`src/mouse_packet_cursor_tracker_macros.svh`:
```
// Assertion macros for the mouse packet cursor tracker, included by mpct_back.
`ifndef MOUSE_PACKET_CURSOR_TRACKER_MACROS_SVH
`define MOUSE_PACKET_CURSOR_TRACKER_MACROS_SVH

// A condition that must hold at every clock edge outside reset.
`define MPCT_ASSERT_ALWAYS(label, expr, msg) \
    label: assert property (@(posedge i_clk) disable iff (!i_rst_n) (expr)) \
        else $error(msg);

// A condition that must hold in the cycle after a trigger.
`define MPCT_ASSERT_NEXT(label, ante, cons, msg) \
    label: assert property (@(posedge i_clk) disable iff (!i_rst_n) \
        (ante) |=> (cons)) else $error(msg);

`endif

```
`src/mpct_pkg.sv`:
```
// Types and constants shared by the mouse packet cursor tracker modules.
package mpct_pkg;

    localparam int BYTE_BITS      = 8;
    localparam int BUTTON_BITS    = 3;
    localparam int MOVE_Y_BITS    = 9;
    localparam int SYNC_BIT       = 3;
    localparam logic [BYTE_BITS-1:0] OVERFLOW_MASK = 8'hC0;

    localparam int CFG_DATA_BITS  = 13;
    localparam int CFG_INDEX_BITS = 2;
    localparam logic [CFG_INDEX_BITS-1:0] CFG_AREA_WIDTH  = 2'd0;
    localparam logic [CFG_INDEX_BITS-1:0] CFG_AREA_HEIGHT = 2'd1;

    localparam int DEFAULT_WIDTH  = 1024;
    localparam int DEFAULT_HEIGHT = 768;

    localparam int QUEUE_DEPTH    = 2;
    localparam int QUEUE_PTR_BITS = 1;
    localparam int QUEUE_CNT_BITS = 2;

    typedef enum logic [1:0] {
        BP_HEADER,
        BP_HORIZ,
        BP_VERT
    } t_byte_pos;

    // One complete, accepted packet on its way from the front to the back.
    typedef struct packed {
        logic signed [BYTE_BITS-1:0]   dx;
        logic signed [BYTE_BITS-1:0]   dy;
        logic        [BUTTON_BITS-1:0] buttons;
    } t_packet;

endpackage

```
`src/mpct_front.sv`:
```
// Byte assembler: keeps packet sync, drops overflow packets, queues good ones.
module mpct_front
    import mpct_pkg::*;
(
    input  logic                 i_clk,
    input  logic                 i_rst_n,
    input  logic                 i_accept,
    input  logic [BYTE_BITS-1:0] i_byte,
    output logic                 o_push,
    output t_packet              o_packet
);

    t_byte_pos             r_state, n_state;
    logic [BYTE_BITS-1:0]  r_header, n_header;
    logic [BYTE_BITS-1:0]  r_horiz, n_horiz;

    always_ff @(posedge i_clk) begin
        if (!i_rst_n) begin
            r_state <= BP_HEADER;
        end else begin
            r_state <= n_state;
        end
    end

    always_ff @(posedge i_clk) begin
        r_header <= n_header;
        r_horiz  <= n_horiz;
    end

    always_comb begin
        n_state  = r_state;
        n_header = r_header;
        n_horiz  = r_horiz;
        o_push   = 1'b0;
        o_packet.dx      = r_horiz;
        o_packet.dy      = i_byte;
        o_packet.buttons = r_header[BUTTON_BITS-1:0];
        if (i_accept) begin
            unique case (r_state)
                BP_HEADER: begin
                    // Only a byte with the sync bit can open a packet.
                    if (i_byte[SYNC_BIT]) begin
                        n_header = i_byte;
                        n_state  = BP_HORIZ;
                    end
                end
                BP_HORIZ: begin
                    n_horiz = i_byte;
                    n_state = BP_VERT;
                end
                BP_VERT: begin
                    n_state = BP_HEADER;
                    o_push  = ((r_header & OVERFLOW_MASK) == '0);
                end
                default: begin
                    n_state = BP_HEADER;
                end
            endcase
        end
    end

endmodule

```
`src/mpct_queue.sv`:
```
// Two-entry packet queue between the byte assembler and the cursor update.
module mpct_queue
    import mpct_pkg::*;
(
    input  logic    i_clk,
    input  logic    i_rst_n,
    input  logic    i_push,
    input  t_packet i_packet,
    output logic    o_full,
    input  logic    i_pop,
    output logic    o_empty,
    output t_packet o_packet
);

    t_packet                   r_mem [QUEUE_DEPTH];
    logic [QUEUE_PTR_BITS-1:0] r_wr_ptr, r_rd_ptr;
    logic [QUEUE_CNT_BITS-1:0] r_count;
    logic                      w_push, w_pop;

    assign o_full   = (r_count == QUEUE_CNT_BITS'(QUEUE_DEPTH));
    assign o_empty  = (r_count == '0);
    assign w_push   = i_push && !o_full;
    assign w_pop    = i_pop && !o_empty;
    assign o_packet = r_mem[r_rd_ptr];

    always_ff @(posedge i_clk) begin
        if (w_push) begin
            r_mem[r_wr_ptr] <= i_packet;
        end
    end

    always_ff @(posedge i_clk) begin
        if (!i_rst_n) begin
            r_wr_ptr <= '0;
            r_rd_ptr <= '0;
            r_count  <= '0;
        end else begin
            if (w_push) begin
                r_wr_ptr <= r_wr_ptr + 1'b1;
            end
            if (w_pop) begin
                r_rd_ptr <= r_rd_ptr + 1'b1;
            end
            if (w_push && !w_pop) begin
                r_count <= r_count + 1'b1;
            end else if (w_pop && !w_push) begin
                r_count <= r_count - 1'b1;
            end
        end
    end

endmodule

```
`src/mpct_back.sv`:
```
// Cursor update: applies queued packets, clamps to the area, holds the result.
`include "mouse_packet_cursor_tracker_macros.svh"
module mpct_back
    import mpct_pkg::*;
#(
    parameter int COORD_BITS = 12
) (
    input  logic                          i_clk,
    input  logic                          i_rst_n,
    input  logic                          i_cfg_valid,
    input  logic [CFG_INDEX_BITS-1:0]     i_cfg_index,
    input  logic [CFG_DATA_BITS-1:0]      i_cfg_data,
    input  logic                          i_q_empty,
    input  t_packet                       i_packet,
    output logic                          o_q_pop,
    input  logic                          i_pop,
    output logic                          o_empty,
    output logic [COORD_BITS-1:0]         o_cursor_x,
    output logic [COORD_BITS-1:0]         o_cursor_y,
    output logic signed [BYTE_BITS-1:0]   o_move_x,
    output logic signed [MOVE_Y_BITS-1:0] o_move_y,
    output logic [BUTTON_BITS-1:0]        o_button_bits
);

    // Size registers hold up to 2^COORD_BITS, or the 1024 default when that is larger.
    localparam int SIZE_BITS = (COORD_BITS + 1 > 11) ? COORD_BITS + 1 : 11;
    localparam int POS_BITS  = SIZE_BITS - 1;
    localparam int SUM_BITS  = POS_BITS + 2;
    localparam int CMP_BITS  = (SIZE_BITS > CFG_DATA_BITS) ? SIZE_BITS : CFG_DATA_BITS;
    localparam int AREA_MAX  = 1 << COORD_BITS;

    logic [SIZE_BITS-1:0]          r_size_x, r_size_y;
    logic [POS_BITS-1:0]           r_pos_x, r_pos_y;
    logic [POS_BITS-1:0]           n_pos_x, n_pos_y;
    logic                          r_out_valid;
    logic [COORD_BITS-1:0]         r_out_x, r_out_y;
    logic signed [BYTE_BITS-1:0]   r_out_mx;
    logic signed [MOVE_Y_BITS-1:0] r_out_my;
    logic [BUTTON_BITS-1:0]        r_out_btn;
    logic                          w_take;
    logic [SIZE_BITS-1:0]          w_fixed;
    logic signed [SUM_BITS-1:0]    w_sum_x, w_sum_y;
    logic signed [MOVE_Y_BITS-1:0] w_move_y;

    function automatic logic [SIZE_BITS-1:0] fix_size(
        input logic [CFG_DATA_BITS-1:0] data,
        input logic [SIZE_BITS-1:0]     dflt
    );
        logic [CMP_BITS-1:0] ext;
        ext = CMP_BITS'(data);
        if (ext == '0) begin
            return dflt;
        end else if (ext > CMP_BITS'(AREA_MAX)) begin
            return SIZE_BITS'(AREA_MAX);
        end else begin
            return SIZE_BITS'(ext);
        end
    endfunction

    function automatic logic [POS_BITS-1:0] clamp_axis(
        input logic signed [SUM_BITS-1:0] p,
        input logic [SIZE_BITS-1:0]       size
    );
        logic [SIZE_BITS-1:0] last;
        last = size - 1'b1;
        if (p < 0) begin
            return '0;
        end else if (p >= $signed({1'b0, size})) begin
            return last[POS_BITS-1:0];
        end else begin
            return p[POS_BITS-1:0];
        end
    endfunction

    assign w_take  = !i_q_empty && (!r_out_valid || i_pop);
    assign o_q_pop = w_take;
    assign w_fixed = fix_size(i_cfg_data, (i_cfg_index == CFG_AREA_WIDTH)
                                          ? SIZE_BITS'(DEFAULT_WIDTH)
                                          : SIZE_BITS'(DEFAULT_HEIGHT));

    assign w_sum_x = $signed({2'b00, r_pos_x})
                   + {{(SUM_BITS-BYTE_BITS){i_packet.dx[BYTE_BITS-1]}}, i_packet.dx};
    assign w_sum_y = $signed({2'b00, r_pos_y})
                   - {{(SUM_BITS-BYTE_BITS){i_packet.dy[BYTE_BITS-1]}}, i_packet.dy};
    assign w_move_y = -$signed({i_packet.dy[BYTE_BITS-1], i_packet.dy});

    assign n_pos_x = clamp_axis(w_sum_x, r_size_x);
    assign n_pos_y = clamp_axis(w_sum_y, r_size_y);

    always_ff @(posedge i_clk) begin
        if (!i_rst_n) begin
            r_size_x    <= SIZE_BITS'(DEFAULT_WIDTH);
            r_size_y    <= SIZE_BITS'(DEFAULT_HEIGHT);
            r_pos_x     <= POS_BITS'(DEFAULT_WIDTH / 2);
            r_pos_y     <= POS_BITS'(DEFAULT_HEIGHT / 2);
            r_out_valid <= 1'b0;
        end else begin
            if (w_take) begin
                r_out_valid <= 1'b1;
            end else if (i_pop) begin
                r_out_valid <= 1'b0;
            end
            // A size write recenters its axis and wins over a packet update.
            if (i_cfg_valid && i_cfg_index == CFG_AREA_WIDTH) begin
                r_size_x <= w_fixed;
                r_pos_x  <= w_fixed[SIZE_BITS-1:1];
            end else if (w_take) begin
                r_pos_x <= n_pos_x;
            end
            if (i_cfg_valid && i_cfg_index == CFG_AREA_HEIGHT) begin
                r_size_y <= w_fixed;
                r_pos_y  <= w_fixed[SIZE_BITS-1:1];
            end else if (w_take) begin
                r_pos_y <= n_pos_y;
            end
        end
    end

    always_ff @(posedge i_clk) begin
        if (w_take) begin
            r_out_x   <= n_pos_x[COORD_BITS-1:0];
            r_out_y   <= n_pos_y[COORD_BITS-1:0];
            r_out_mx  <= i_packet.dx;
            r_out_my  <= w_move_y;
            r_out_btn <= i_packet.buttons;
        end
    end

    assign o_empty       = !r_out_valid;
    assign o_cursor_x    = r_out_x;
    assign o_cursor_y    = r_out_y;
    assign o_move_x      = r_out_mx;
    assign o_move_y      = r_out_my;
    assign o_button_bits = r_out_btn;

    `MPCT_ASSERT_ALWAYS(a_pos_x_in_area, ({1'b0, r_pos_x} < r_size_x),
        "cursor x left the configured area")
    `MPCT_ASSERT_ALWAYS(a_pos_y_in_area, ({1'b0, r_pos_y} < r_size_y),
        "cursor y left the configured area")
    `MPCT_ASSERT_NEXT(a_result_tracks_pos, w_take && !i_cfg_valid,
        r_out_valid && r_out_x == r_pos_x[COORD_BITS-1:0] && r_out_y == r_pos_y[COORD_BITS-1:0],
        "result item does not match the updated cursor")

endmodule

```
`src/mouse_packet_cursor_tracker.sv`:
```
// Top level of the mouse packet cursor tracker.
//
// The block takes raw pointing-device bytes, one item per clock while full
// is low, and turns every good three-byte packet into one result item: the
// clamped cursor position, the packet's movement (vertical negated to screen
// sense) and the three button bits. A byte without bit 3 at packet start is
// dropped to regain sync, and a packet whose header shows an overflow bit
// gives no result. The front assembles bytes and classifies packets; a
// two-entry packet queue separates it from the back, which does one add and
// clamp per axis and holds the result in an output register. A packet's
// result passes from its queue entry into the output register. The output
// register reloads in the same cycle it is popped, so one packet per cycle
// can drain. full rises only when the output is stalled and both queue
// entries are taken. Size registers are written through the configuration
// channel, which is always ready: index 0 is the area width, index 1 the area
// height; other indexes are ignored. A zero size selects the default (1024 or
// 768), a size above 2^COORD_BITS is limited to it, and every size write
// moves that axis to half the size. Write sizes only while the block is idle.
module mouse_packet_cursor_tracker
    import mpct_pkg::*;
#(
    parameter int COORD_BITS = 12
) (
    input  logic                          i_clk,
    input  logic                          i_rst_n,
    input  logic                          i_push,
    output logic                          o_full,
    input  logic [BYTE_BITS-1:0]          i_packet_byte,
    output logic                          o_empty,
    input  logic                          i_pop,
    output logic [COORD_BITS-1:0]         o_cursor_x,
    output logic [COORD_BITS-1:0]         o_cursor_y,
    output logic signed [BYTE_BITS-1:0]   o_move_x,
    output logic signed [MOVE_Y_BITS-1:0] o_move_y,
    output logic [BUTTON_BITS-1:0]        o_button_bits,
    input  logic                          i_cfg_valid,
    output logic                          o_cfg_ready,
    input  logic [CFG_INDEX_BITS-1:0]     i_cfg_index,
    input  logic [CFG_DATA_BITS-1:0]      i_cfg_data
);

    logic    w_accept;
    logic    w_push;
    t_packet w_front_packet;
    logic    w_q_full;
    logic    w_q_empty;
    logic    w_q_pop;
    t_packet w_q_packet;

    // Size registers take a write in any cycle.
    assign o_cfg_ready = 1'b1;

    // The queue is never full when a byte is accepted, so a completed packet
    // always finds a free entry.
    assign o_full   = w_q_full;
    assign w_accept = i_push && !w_q_full;

    mpct_front u_front (
        .i_clk    (i_clk),
        .i_rst_n  (i_rst_n),
        .i_accept (w_accept),
        .i_byte   (i_packet_byte),
        .o_push   (w_push),
        .o_packet (w_front_packet)
    );

    mpct_queue u_queue (
        .i_clk    (i_clk),
        .i_rst_n  (i_rst_n),
        .i_push   (w_push),
        .i_packet (w_front_packet),
        .o_full   (w_q_full),
        .i_pop    (w_q_pop),
        .o_empty  (w_q_empty),
        .o_packet (w_q_packet)
    );

    mpct_back #(
        .COORD_BITS (COORD_BITS)
    ) u_back (
        .i_clk         (i_clk),
        .i_rst_n       (i_rst_n),
        .i_cfg_valid   (i_cfg_valid),
        .i_cfg_index   (i_cfg_index),
        .i_cfg_data    (i_cfg_data),
        .i_q_empty     (w_q_empty),
        .i_packet      (w_q_packet),
        .o_q_pop       (w_q_pop),
        .i_pop         (i_pop),
        .o_empty       (o_empty),
        .o_cursor_x    (o_cursor_x),
        .o_cursor_y    (o_cursor_y),
        .o_move_x      (o_move_x),
        .o_move_y      (o_move_y),
        .o_button_bits (o_button_bits)
    );

endmodule
```
`config.mk`:
```
export PLATFORM = sky130hd
export DESIGN_NAME = mouse_packet_cursor_tracker
export DESIGN_NICKNAME = d
export VERILOG_FILES = /design/src/mpct_pkg.sv /design/src/mpct_front.sv /design/src/mpct_queue.sv /design/src/mpct_back.sv /design/src/mouse_packet_cursor_tracker.sv
export VERILOG_INCLUDE_DIRS = /design/src /design/src/src
export SDC_FILE = /design/constraint.sdc
export NUM_CORES = 1
export LEC_CHECK = 0
export BUFFER_PORTS_ARGS = -buffer_cell sky130_fd_sc_hd__buf_2
export CAP_MARGIN = 0
export CORE_MARGIN = 1
export CORE_UTILIZATION = 50
export CTS_BUF_LIST = sky130_fd_sc_hd__clkbuf_8
export DETAILED_ROUTE_END_ITERATION = 10
export HOLD_SLACK_MARGIN = 0.12
export MAX_ROUTING_LAYER = met4
export PLACE_DENSITY = 0.69
export SLEW_MARGIN = 40
export SYNTH_ARGS = -nofsm -noshare
export SYNTH_HDL_FRONTEND = slang
export SYNTH_SLANG_ARGS = --single-unit
```
`constraint.sdc`:
```
create_clock -name i_clk -period 5.5 [get_ports i_clk]
set_input_delay 1.1 -clock i_clk [delete_from_list [all_inputs] [get_ports i_clk]]
set_output_delay 1.1 -clock i_clk [all_outputs]
set_load 0.02 [all_outputs]
```
# Yosys cells after proc, flatten, opt, wreduce, memory -nomap -nowiden
# Memories as Yosys holds them, arrays and structs flattened. A register that Yosys moved wholly into a read port is not among the register bits.
# Index checks and enable logic that the tools add are counted.
# totals
regBits	116
mem_bits_rw	38
inputBits	28
output_inout_bits	47
word_cells	85
n_memories	1
# memory_table
name	depth	width	rd	rd_ports_with_merged_regs	write_ports	line	source
u_queue.r_mem	2	19	1	1	1	mpct_queue.sv:15	t_packet r_mem [QUEUE_DEPTH];
# op_classes
addsub	9
n_lt_le_gt_ge	5
eq_ne	5
muxes	23
n_reduce_logical	26
# op_table
op	n
$mux W12	8
$ge A14 B14 Y1	2
$lt A14 B1 Y1 const B	2
$mux W13	2
$sub A12 B1 Y12 const B	2
$add A13 B8 Y14	1
$sub A13 B8 Y14	1
$gt A13 B13 Y1 const B	1
$logic_not A13 Y1	1
$mux W11	1
$neg A8 Y9	1
$logic_and A1 B1 Y1	8
$logic_not A8 Y1	1
$mux W1	8
$reduce_bool A2 Y1	4
$logic_not A2 Y1	3
$mux W2	3
$logic_not A1 Y1	5
$eq A2 B1 Y1 const B	2
$eq A2 B2 Y1 const B	2
$pmux W2 S2	1
$reduce_and A2 Y1	2
$reduce_and A3 Y1	1
$add A1 B1 Y1 const B	2
4 further kinds	4

# Depth between registers and ports, before layout
# depth
depth_word	9
ltp_mapped	20
ltp_nobuf	18

# Modules after synthesis
# From an unflattened synthesis, not the netlist that was laid out.
# hier_totals
hier_cells	809
area_unflattened_um2	8315.5
# modules_own_cells
mod	n_inst	cells_each	area_each_um2
mpct_back	1	688	6115.9
mpct_queue	1	84	1601.5
mpct_front	1	34	573.0
mouse_packet_cursor_tracker	1	3	25.0

# Least setup slack after synthesis
# Ideal clock, no wire load.
# synth_timing
path_type	reg-to-reg
startpoint	register (tool-made name)
endpoint	register u_back.r_out_x[8], in the netlist u_back.o_cursor_x[8], data pin
t_arrival_ns	4.549
setup_slack_ns	0.692
stages_incl_launch_ff	21
synth_period_minus_slack_ns	4.808
path_cell_list	dfxtp_1 buf_1 clkbuf_1 mux2_2 ha_1 fa_1 a211oi_1 o21a_1 o21bai_1 a21oi_1 o21ai_0 a21oi_1 xnor2_1 ha_1 a2111oi_0 a21oi_1 or2_2 buf_2 buf_2 nor2_1 nor3b_1
# synth_lines
item	line	source
end signal, assigned	mpct_back.sv:121	r_out_x <= n_pos_x[COORD_BITS-1:0];
end, declared	mpct_back.sv:36	logic [COORD_BITS-1:0] r_out_x, r_out_y;

==> results.yml <==
sta:
  worstMarginPinSlew_ps: 755
  fin_ws_ps: 492
  fin_crit_sh_pct: 91.1
  setup_violations: 0
  max_freq_mhz: 200
  max_slew_margin_pct: 49.4
  rsz0062_at_grt: "false"
  fin_skew_ps: 16.7
  tns_ps: 0
  fin_crit_ps: 5010
  hold_viol: 0
  drv_slew: 0
critical_path:
  worstSetupStartpointType: "flip-flop"
  required_ps: 5690
  cp_max_fo: 18
  crit_arrival_ps: 5190
  endpoint_kind: "flip-flop"
  crit_top_cell: "a21oi_1"
  path_buf_inv: 1
  slowest_stage: "dfxtp_1"
  crit_chain: "buf_4 > mux2_2 > ha_1 > fa_1 > a211oi_1 > o21a_1 > o21bai_1 > a21oi_1 > o21ai_0 > a21oi_1 > xnor2_1 > ha_1 > a2111oi_0 > a21oi_1 > or2_2 > o21ai_0 > nor2_1"
  crit_path_max_incr_delay_ps: 500
  cp_top_family: "compound AO/OA/AOI/OAI gates"
  crit_type: "flip-flop to flip-flop"
yosys:
  ys_async_sr_fraction_pct: 0
  synthesis.area_um2: 8150
  yosysSeqAreaShare_pct: 49.3
  synth_top_area_cell: "edfxtp_1"
  yosysUniqueCellTypes: 74
  syn_inst: 759
  synth.area.top_cells: "edfxtp_1, dfxtp_1, ha_1"
  synth_nets: 846
  synth_ff_type: "edfxtp_1"
  synth_top_area_share_pct: 35.0
  synth-edff-count: 95
  synth_seq_cells: 153
  avgSynthCellArea_um2: 10.7
  ys_warn_count: 0
clock_tree:
  clk_path_buf_depth: 2
  cts.sinks: 153
  cts_buffers: 17
  cts_max_level: 4
  cts-root-buf: "clkbuf_8"
  cts.reportedPaths.clkPinSlew_ps: 90
  postCtsSetupBuffers: 0
  cts_hold_buf: 0
  clk-insertion-delay-late_ps: 460
  ctsResizeCount: 0
  cts_tree: "yes"
placement:
  gp_congestion: 0.957
  port_buffers: 73
  dpl_cell_area_um2: 8800
  post-dp-hpwl_um: 14600
  place_inst: 1036
  preCtsSetupSlack_ps: 656
routing:
  drc: 0
  firstDrtPassIters: 6
  vias: 6172
  drt_iter0_drc: 532
  avgViaCountPerCell: 5.77
  wl_per_cell_um: 18.2
  wirelength_um: 19400
  ant_nets: 0
power:
  ir_drop_mv: 0.259
  power.leakage_uw: 0.00348
  p_per_area_nw_per_um2: 577
  p_total_uw: 5320
global_routing:
  grt_usage_pct: 25.2
  first_global_vias: 5919
  grt_max_degree: 51
  antenna_found_initial: 1
  grt-ovfl-total: 0
  grt_pass1_wl_um: 30800
final_layout:
  final_nets: 926
  finalNonFillerCells: 1069
  drive_gt1_share_pct: 19.5
  design_area_um2: 9210
  area_growth_syn_to_layout_pct: 13.0
floorplan:
  fp.dieArea_um2: 16800
  initial_utilization_pct: 51.3
  row_count: 46
  coreArea_um2: 15900
  fp.dieH_um: 130
  die_w_um: 130
  ioPinCount: 75
min_path:
  min_path_type: "flip-flop to flip-flop"
  min_from: "u_front.r_header[1]"
status:
  status: "finished, final reports clean"
job:
  max_cap_viol_count: 0
-- power by group --
group	leakage (uW)	total [uW]	switching, uW	internal (uW)
registers	0.00135	1700	124	1570
clock network	0.000195	846	429	417
logic	0.00194	2770	1700	1070
-- cells in the final DEF, fill, tap and decap left out, types with 4 or more instances in the layout --
cell	count
xor2_1	9
o211ai_1	9
clkinvlp_4	4
nor3_1	16
a222oi_1	7
a21o_1	6
nor4_1	5
edfxtp_1	95
nand3_1	17
a21oi_1	42
o21a_1	8
o21ai_0	31
a22oi_1	27
buf_2	73
buf_4	16
dfxtp_1	58
mux2i_1	10
nand2b_1	6
nand2_1	36
nor2_1	79
mux2_2	18
clkbuf_8	18
nor2b_1	12
nand4_1	4
xnor2_1	40
nor3b_1	8
a211oi_1	6
inv_1	49
nor2_2	4
a31oi_1	5
ha_1	57
a211oi_2	4
-- cell families (layout without fill, tap and decap cells) --
kind of cell / Yosys count / in the layout / synth area share (%)
AOI/OAI and AO/OA: 178 / 178 / 15.5
xor gates and xnor gates: 51 / 51 / 5.67
adders and majority gates: 59 / 59 / 9.24
buffers and inverters: 78 / 171 / 3.79
DFF: 153 / 153 / 49.3
muxes: 30 / 30 / 4.16
other: 1 / 2 / 0.0460
and+or+nand+nor: 209 / 209 / 12.4
-- metal layers --
metal	GRT usage, %	up-vias	share of wire (%)
met5	-	-	0
met4	9.10	0	2.2
met3	4.62	39	4.8
met2	40.9	194	49
met1	31.4	2988	44
li1	-	2951	-
-- sequential cells by signal, summed over array words and instances (netlist names), named ones only --
signal,cells
u_back.r_size_x,13
u_queue.r_count,2
u_back.o_move_y,9
u_back.r_out_valid,1
u_back.o_move_x,8
u_back.o_cursor_x,12
u_back.r_pos_y,12
u_back.r_pos_x,12
u_queue.r_wr_ptr,1
u_queue.r_mem,38
u_front.r_horiz,8
u_front.r_state,2
u_back.o_button_bits,3
u_queue.r_rd_ptr,1
u_back.r_size_y,13
u_front.r_header,5
u_back.o_cursor_y,12
-- cells in the mapped netlist (4+ instances only) --
| cell | number |
|---|---|
| nor3b_1 | 9 |
| buf_2 | 5 |
| clkbuf_1 | 18 |
| mux2_2 | 18 |
| xor2_1 | 9 |
| o21a_1 | 8 |
| nor2_1 | 83 |
| nor3_1 | 16 |
| a222oi_1 | 7 |
| a211oi_1 | 6 |
| edfxtp_1 | 95 |
| a211oi_2 | 4 |
| nand2b_1 | 6 |
| nand3_1 | 17 |
| a31oi_1 | 5 |
| dfxtp_1 | 58 |
| inv_1 | 47 |
| xnor2_1 | 40 |
| ha_1 | 57 |
| o21ai_0 | 31 |
| nor2b_1 | 12 |
| mux2i_1 | 10 |
| o211ai_1 | 9 |
| a22oi_1 | 27 |
| nor4_1 | 5 |
| nand4_1 | 4 |
| a21o_1 | 6 |
| nand2_1 | 36 |
| a21oi_1 | 42 |
-- layout make-up --
| class | instances | area, um2 |
|---|---|---|
| fill | 1399 | 6680 |
| sequential | 153 | 4010 |
| multi-input combinational | 528 | 3850 |
| timing repair buffer | 89 | 485 |
| tap | 216 | 270 |
| clock buffer | 18 | 248 |
| inverter | 50 | 190 |
| clock inverter | 14 | 150 |
| antenna | 1 | 2.50 |
-- path summary, 6_finish.rpt --
kind	end	slack (ps)	cells after the start
hold reg to reg	u_queue.r_mem[0][1]	450	0
hold / removal	u_queue.r_mem[0][1]	450	0
setup / recovery	u_back.o_cursor_x[9]	490	17
setup reg to reg	u_back.o_cursor_x[9]	490	17
-- through the flow --
step	hold WS [ps]	utilization, %
after floorplan	421	-
after global placement	424	55.3
after detailed placement	430	55.4
after CTS	450	57.9
after global routing	469	58.0
final	451	58.0
No activity file was read; power rests on OpenSTA's default activity.
